`config.mk`:
```
export PLATFORM = sky130hd
export DESIGN_NAME = svpwm_min_max_injection
export DESIGN_NICKNAME = d
export VERILOG_FILES = /design/src/rtl/svmm_pkg.sv /design/src/rtl/svmm_div.sv /design/src/rtl/svpwm_min_max_injection.sv
export SDC_FILE = /design/constraint.sdc
export NUM_CORES = 2
export LEC_CHECK = 0
export BUFFER_PORTS_ARGS = -buffer_cell sky130_fd_sc_hd__buf_2
export CORE_MARGIN = 4
export CORE_UTILIZATION = 50
export DETAILED_ROUTE_END_ITERATION = 10
export GPL_TIMING_DRIVEN = 0
export PLACE_DENSITY = 0.68
export SETUP_SLACK_MARGIN = 0.05
export SYNTH_ARGS = -nofsm -noshare
export SYNTH_HDL_FRONTEND = slang
export SYNTH_SLANG_ARGS = --single-unit
```
`constraint.sdc`:
```
create_clock -name clk -period 8.95 [get_ports clk]
set_input_delay 0.895 -clock clk [delete_from_list [all_inputs] [get_ports clk]]
set_output_delay 0.895 -clock clk [all_outputs]
set_load 0.005 [all_outputs]
```
`src/rtl/svmm_pkg.sv`:
```
`timescale 1ns / 1ps

package svmm_pkg;

  localparam int IN_W            = 16;
  localparam int DUTY_W          = 13;
  localparam int DUTY_LOG2       = 12;
  localparam int DUTY_FULL_SCALE = 1 << DUTY_LOG2;
  localparam int QW              = DUTY_LOG2 + 1;
  localparam int NPH             = 3;

  localparam int SQRT3_HALF_Q16  = 56756;
  localparam int VBUS_DEFAULT    = 256;

  // phase voltages, doubled injected phases, duty numerator
  localparam int PW  = 34;
  localparam int P2W = 36;
  localparam int NW  = 38;
  localparam int RSH = 19 - DUTY_LOG2;
  localparam int MW  = NW - 1 - RSH;

  typedef logic [MW-1:0]     rem_t;
  typedef logic [IN_W-1:0]   vbus_t;
  typedef logic [DUTY_W-1:0] duty_t;

  typedef struct packed {
    logic           valid;
    logic [NPH-1:0] sat;
  } div_ctl_t;

endpackage

```
`src/rtl/svmm_div.sv`:
```
`timescale 1ns / 1ps

module svmm_div (
  input  logic                                 clk,
  input  logic                                 rst_n,
  input  svmm_pkg::div_ctl_t                   in_ctl,
  input  svmm_pkg::rem_t [svmm_pkg::NPH-1:0]   in_rem,
  input  svmm_pkg::vbus_t                      in_div,
  output logic                                 out_valid,
  output svmm_pkg::duty_t [svmm_pkg::NPH-1:0]  out_duty
);
  import svmm_pkg::*;

  logic [QW:0]             valid_r;
  rem_t [NPH-1:0]          rem_r [QW+1];
  logic [NPH-1:0][QW-1:0]  q_r   [QW+1];
  vbus_t                   div_r [QW+1];
  logic [NPH-1:0]          sat_r [QW+1];

  always_ff @(posedge clk) begin
    if (!rst_n) begin
      valid_r <= '0;
    end else begin
      valid_r <= {valid_r[QW-1:0], in_ctl.valid};
    end
  end

  always_ff @(posedge clk) begin
    rem_r[0] <= in_rem;
    q_r[0]   <= '0;
    div_r[0] <= in_div;
    sat_r[0] <= in_ctl.sat;
  end

  // one quotient bit per stage, MSB first
  for (genvar k = 0; k < QW; k++) begin : g_stage
    localparam int BIT = QW - 1 - k;

    rem_t [NPH-1:0]         rem_nxt;
    logic [NPH-1:0][QW-1:0] q_nxt;

    always_comb begin
      rem_t       sh;
      logic [MW:0] diff;
      sh = MW'(div_r[k]) << BIT;
      for (int p = 0; p < NPH; p++) begin
        diff       = {1'b0, rem_r[k][p]} - {1'b0, sh};
        q_nxt[p]   = q_r[k][p];
        q_nxt[p][BIT] = ~diff[MW];
        rem_nxt[p] = diff[MW] ? rem_r[k][p] : diff[MW-1:0];
      end
    end

    always_ff @(posedge clk) begin
      rem_r[k+1] <= rem_nxt;
      q_r[k+1]   <= q_nxt;
      div_r[k+1] <= div_r[k];
      sat_r[k+1] <= sat_r[k];
    end
  end

  assign out_valid = valid_r[QW];

  always_comb begin
    for (int p = 0; p < NPH; p++) begin
      out_duty[p] = sat_r[QW][p] ? DUTY_W'(DUTY_FULL_SCALE) : DUTY_W'(q_r[QW][p]);
    end
  end

endmodule

```
`src/rtl/svpwm_min_max_injection.sv`:
```
// out_valid follows start through the front stages, divider and output register.
// Throughput: one word per cycle; busy is tied low, so start is taken every cycle.
// The duty divide is a 13-stage restoring divider, one quotient bit per stage,
// three phases side by side, after six stages of transform and offset math.
// Reset (rst_n low, synchronous) clears only the valid pipe; results are not stallable.
`timescale 1ns / 1ps

module svpwm_min_max_injection (
  input  logic                          clk,
  input  logic                          rst_n,
  input  logic                          start,
  output logic                          busy,
  input  logic signed [15:0]            in_v_alpha,
  input  logic signed [15:0]            in_v_beta,
  input  logic [15:0]                   in_bus_voltage,
  output logic                          out_valid,
  output svmm_pkg::duty_t               out_duty_phase_a,
  output svmm_pkg::duty_t               out_duty_phase_b,
  output svmm_pkg::duty_t               out_duty_phase_c
);
  import svmm_pkg::*;

  localparam logic signed [PW-1:0] K_SQRT3 = PW'(SQRT3_HALF_Q16);

  logic [6:1] valid_r;

  logic signed [IN_W-1:0] va1_r, vb1_r;
  vbus_t                  vbus1_r, vbus1_nxt;
  logic signed [IN_W-1:0] va2_r;
  logic signed [PW-1:0]   vbk2_r, vbk2_nxt;
  vbus_t                  vbus2_r, vbus3_r, vbus4_r, vbus5_r, vbus6_r;
  logic signed [PW-1:0]   ph3_r [NPH];
  logic signed [PW-1:0]   ph3_nxt [NPH];
  logic signed [PW-1:0]   ph4_r [NPH];
  logic signed [PW:0]     sum4_r, sum4_nxt;
  logic signed [P2W-1:0]  p2_5_r [NPH];
  logic signed [P2W-1:0]  p2_5_nxt [NPH];
  logic signed [NW-1:0]   n6_r [NPH];
  logic signed [NW-1:0]   n6_nxt [NPH];
  rem_t                   vlim6_r, vlim6_nxt;

  div_ctl_t                 div_ctl;
  rem_t [NPH-1:0]           div_rem;
  logic                     div_valid;
  duty_t [NPH-1:0]          div_duty;

  logic                     out_valid_r;
  duty_t [NPH-1:0]          duty_r;

  assign busy = 1'b0;

  always_ff @(posedge clk) begin
    if (!rst_n) begin
      valid_r     <= '0;
      out_valid_r <= 1'b0;
    end else begin
      valid_r     <= {valid_r[5:1], start};
      out_valid_r <= div_valid;
    end
  end

  // stage 1: capture, zero bus voltage -> 1 V
  assign vbus1_nxt = (in_bus_voltage == '0) ? IN_W'(VBUS_DEFAULT) : in_bus_voltage;

  always_ff @(posedge clk) begin
    va1_r   <= in_v_alpha;
    vb1_r   <= in_v_beta;
    vbus1_r <= vbus1_nxt;
  end

  // stage 2: beta * sqrt(3)/2
  always_comb begin
    logic signed [PW-1:0] vb_x;
    vb_x     = PW'(vb1_r);
    vbk2_nxt = vb_x * K_SQRT3;
  end

  always_ff @(posedge clk) begin
    va2_r   <= va1_r;
    vbk2_r  <= vbk2_nxt;
    vbus2_r <= vbus1_r;
  end

  // stage 3: inverse Clarke, units of 2^-16 LSB
  always_comb begin
    logic signed [PW-1:0] va_x;
    va_x       = PW'(va2_r);
    ph3_nxt[0] = va_x <<< 16;
    ph3_nxt[1] = -(va_x <<< 15) + vbk2_r;
    ph3_nxt[2] = -(va_x <<< 15) - vbk2_r;
  end

  always_ff @(posedge clk) begin
    ph3_r   <= ph3_nxt;
    vbus3_r <= vbus2_r;
  end

  // stage 4: max + min
  always_comb begin
    logic signed [PW-1:0] hi, lo;
    hi = ph3_r[0];
    lo = ph3_r[0];
    for (int p = 1; p < NPH; p++) begin
      if (ph3_r[p] > hi) hi = ph3_r[p];
      if (ph3_r[p] < lo) lo = ph3_r[p];
    end
    sum4_nxt = (PW+1)'(hi) + (PW+1)'(lo);
  end

  always_ff @(posedge clk) begin
    ph4_r   <= ph3_r;
    sum4_r  <= sum4_nxt;
    vbus4_r <= vbus3_r;
  end

  // stage 5: doubled injected phase
  always_comb begin
    for (int p = 0; p < NPH; p++) begin
      p2_5_nxt[p] = (P2W'(ph4_r[p]) <<< 1) - P2W'(sum4_r);
    end
  end

  always_ff @(posedge clk) begin
    p2_5_r  <= p2_5_nxt;
    vbus5_r <= vbus4_r;
  end

  // stage 6: rounded duty numerator, saturation limit
  always_comb begin
    logic signed [NW-1:0] vx, vterm;
    vx    = $signed({{(NW-IN_W){1'b0}}, vbus5_r});
    vterm = (vx <<< 18) + (vx <<< (18 - DUTY_LOG2));
    for (int p = 0; p < NPH; p++) begin
      n6_nxt[p] = (NW'(p2_5_r[p]) <<< 1) + vterm;
    end
    vlim6_nxt = (MW'(vbus5_r) << DUTY_LOG2) + MW'(vbus5_r);
  end

  always_ff @(posedge clk) begin
    n6_r    <= n6_nxt;
    vlim6_r <= vlim6_nxt;
    vbus6_r <= vbus5_r;
  end

  // negative clamps to zero, limit check feeds the divider
  always_comb begin
    div_ctl.valid = valid_r[6];
    for (int p = 0; p < NPH; p++) begin
      div_rem[p]     = n6_r[p][NW-1] ? '0 : n6_r[p][RSH +: MW];
      div_ctl.sat[p] = (div_rem[p] >= vlim6_r);
    end
  end

  svmm_div u_div (
    .clk       (clk),
    .rst_n     (rst_n),
    .in_ctl    (div_ctl),
    .in_rem    (div_rem),
    .in_div    (vbus6_r),
    .out_valid (div_valid),
    .out_duty  (div_duty)
  );

  always_ff @(posedge clk) begin
    duty_r <= div_duty;
  end

  assign out_valid        = out_valid_r;
  assign out_duty_phase_a = duty_r[0];
  assign out_duty_phase_b = duty_r[1];
  assign out_duty_phase_c = duty_r[2];

endmodule

```
==> out/results.ini <==
[synthesis]
synth-edff-count=0
netlist_area_mm2=0.106
syn_avg_cell_area_um2=9.70
async_flop_share_pct=0
synth.most_common_cell=dfxtp_1
synth_ff_type=dfxtp_1
ys_ff_latch=2322
ys_top_cells_by_count=2322 x dfxtp_1, 1129 x ha_1, 813 x inv_1
yosysWarnings=0
yosysTopAreaCell=dfxtp_1
ys_types=100
syn_inst=11000
synthTopCellsByArea=dfxtp_1 44%, ha_1 13%, xnor2_1 4.1%, a21oi_1 3.4%, fa_1 3.1%
syn_nets=12300
netlist.area_leader.share_pct=43.7
yosysSeqAreaShare_pct=43.7

[timing]
max_freq_mhz=118
finClkSkew_ns=0.0469
tns_ns=0
min_period_ns=8.51
hold_viol=0
max_slew_margin_pct=14.6
setup_slack_ns=0.443
setup_viol=0
post-route-period-util_pct=95.1
tightest_slew_ns=1.27
rsz0062_at_grt=no
drv_slew=0

[setup_path]
critPathMaxFanout=10
path_common_cell=a21oi_1
crit_type=reg -> reg
worst_path_max_delay_cell=dfxtp_4
crit_path_end_kind=register
cp_data_required_time_ns=9.75
regToRegSetupSlack_ns=0.44
max_stage_delay_ns=0.42
start_kind=register
arrival_ns=9.30

[global_routing]
grt_max_degree=24
overflow=0
met1_usage_pct=31.7
grtUsageMet3_pct=2.98
busiest_layer=met2
grt_pass1_wl_um=455000
grt_pass1_vias=77600
gr-usage-met2_pct=47.7
antenna_found_initial=15
grt_use_total_pct=26.7

[clock_tree]
clock_latency_ns=0.88
numCtsBuffers=233
cts_tree=built
clkSlewWorstSetupHoldPaths_ns=0.06
cts-root-buf=clkbuf_16
cts.path.max_buffers=3
cts.sinks=2322
h-tree-depth=4

[floorplan]
core_area_mm2=0.212
die_w_um=469
fp.dieArea_mm2=0.220
fp.dieH_um=469
initial_core_util_pct=50.2
io_pins=92
fp-row-count=169

[detailed_routing]
drt-pass1-iter-count=6
final_antenna_net_count=0
drc=0
wl_per_cell_um=21.0
wl_um=301000
vias=77600
drt_iter0_drc=4534
via_per_inst=5.41

[run]
cap_viol_max_count=0

[placement]
port_buffers=90
post-place-ws_ns=-2.63
hpwl_um=247000
globalplace.congestion=0.938

[layout]
post-route-util_pct=56.3
final_nets=12700
drive_gt1_share_pct=7.03
area_delta_synth_final_pct=12.1

[outcome]
outcome=finished, final reports clean

[min_path]
min_path_type=in -> reg

-- per-layer routing --
| layer | routed length, um | part of all wire, % | up-vias |
|---|---|---|---|
| li1 | - | - | 38700 |
| met1 | 125000 | 42 | 36700 |
| met2 | 149000 | 49 | 1647 |
| met3 | 10400 | 3.4 | 546 |
| met4 | 16400 | 5.5 | 0 |
| met5 | 0 | 0 | - |
-- state kept, by name, summed over array words and instances, names as in the netlist, 29 cells and up --
name / count
n6_r: 93
vlim6_r: 29
u_div.rem_r: 1170
ph4_r: 79
vbk2_r: 31
u_div.sat_r: 42
u_div.q_r: 273
u_div.div_r: 208
sum4_r: 33
ph3_r: 79
p2_5_r: 93
-- cell type report --
class	instances	area [um2]
clock buffer	290	6410
inverter	815	3060
multi-input combinational	7669	56400
timing repair buffer	100	538
buffer	174	764
tap	2821	3530
antenna	6	15.0
fill	18600	92600
clock inverter	145	2100
sequential	2322	46500
-- cell families (layout without fill, tap and decap cells) --
logic type	Yosys count	count (layout)	synth area share, %
muxes	194	194	1.97
other	1	7	0.00352
AOI/OAI and AO/OA	2386	2386	14.0
buffers and inverters	989	1524	3.53
DFF	2322	2322	43.7
xor gates and xnor gates	850	850	6.99
and+or+nand+nor	2946	2946	13.5
adders and majority gates	1292	1292	16.3
-- worst max-delay path, delay by kind of cell, from the launching register on --
kind,cells,cell delay [ns]
compound gates,19,4.36
fa+ha+maj,4,1.27
simple gates,5,1.07
buf+inv,4,0.93
flops,1,0.42
xor+xnor,2,0.33
-- what timing repair did --
action / CTS / global route
resized for setup: 51 / 27
hold buffers: 0 / 0
endpoints found under the setup margin: 30 / 10
buffers inserted: 5 / 4
pin swaps: 3 / 4
-- layout by cell type (no fill, tap or decap), types with 236 or more instances in the layout --
cell type / Yosys / routed
nor2b_1: 292 / 292
ha_1: 1129 / 1129
nand2_1: 707 / 707
dfxtp_1: 2322 / 2311
o21ai_0: 613 / 611
a21o_1: 236 / 236
a21oi_1: 725 / 720
xor2_1: 353 / 353
inv_1: 813 / 813
nor2_1: 794 / 793
xnor2_1: 497 / 497
nor3_1: 261 / 260
-- stage by stage --
stage          cell area, um2  hold WS (ns)  std cells
2_1_floorplan          106000         0.310      11000
3_3_place_gp           110000         0.310      13900
3_5_place_dp           110000         0.312      13900
4_1_cts                119000        0.0317      14300
5_1_grt                119000        0.0686      14300
6_report               119000         0.115      14300
-- path summary, 6_finish.rpt --
path,start,to,cells after the start
max,ph3_r[85]$_DFF_P_,sum4_r[32]$_DFF_P_,34
max reg2reg,ph3_r[85]$_DFF_P_,sum4_r[32]$_DFF_P_,34
min,in_v_beta[6],vb1_r[6]$_DFF_P_,1
min reg2reg,u_div.rem_r[1][273]$_DFF_P_,u_div.rem_r[2][3]$_DFF_P_,0
Power is not shown: default switching activity piles up to over one toggle a cycle in this logic, so the estimate is an artifact.
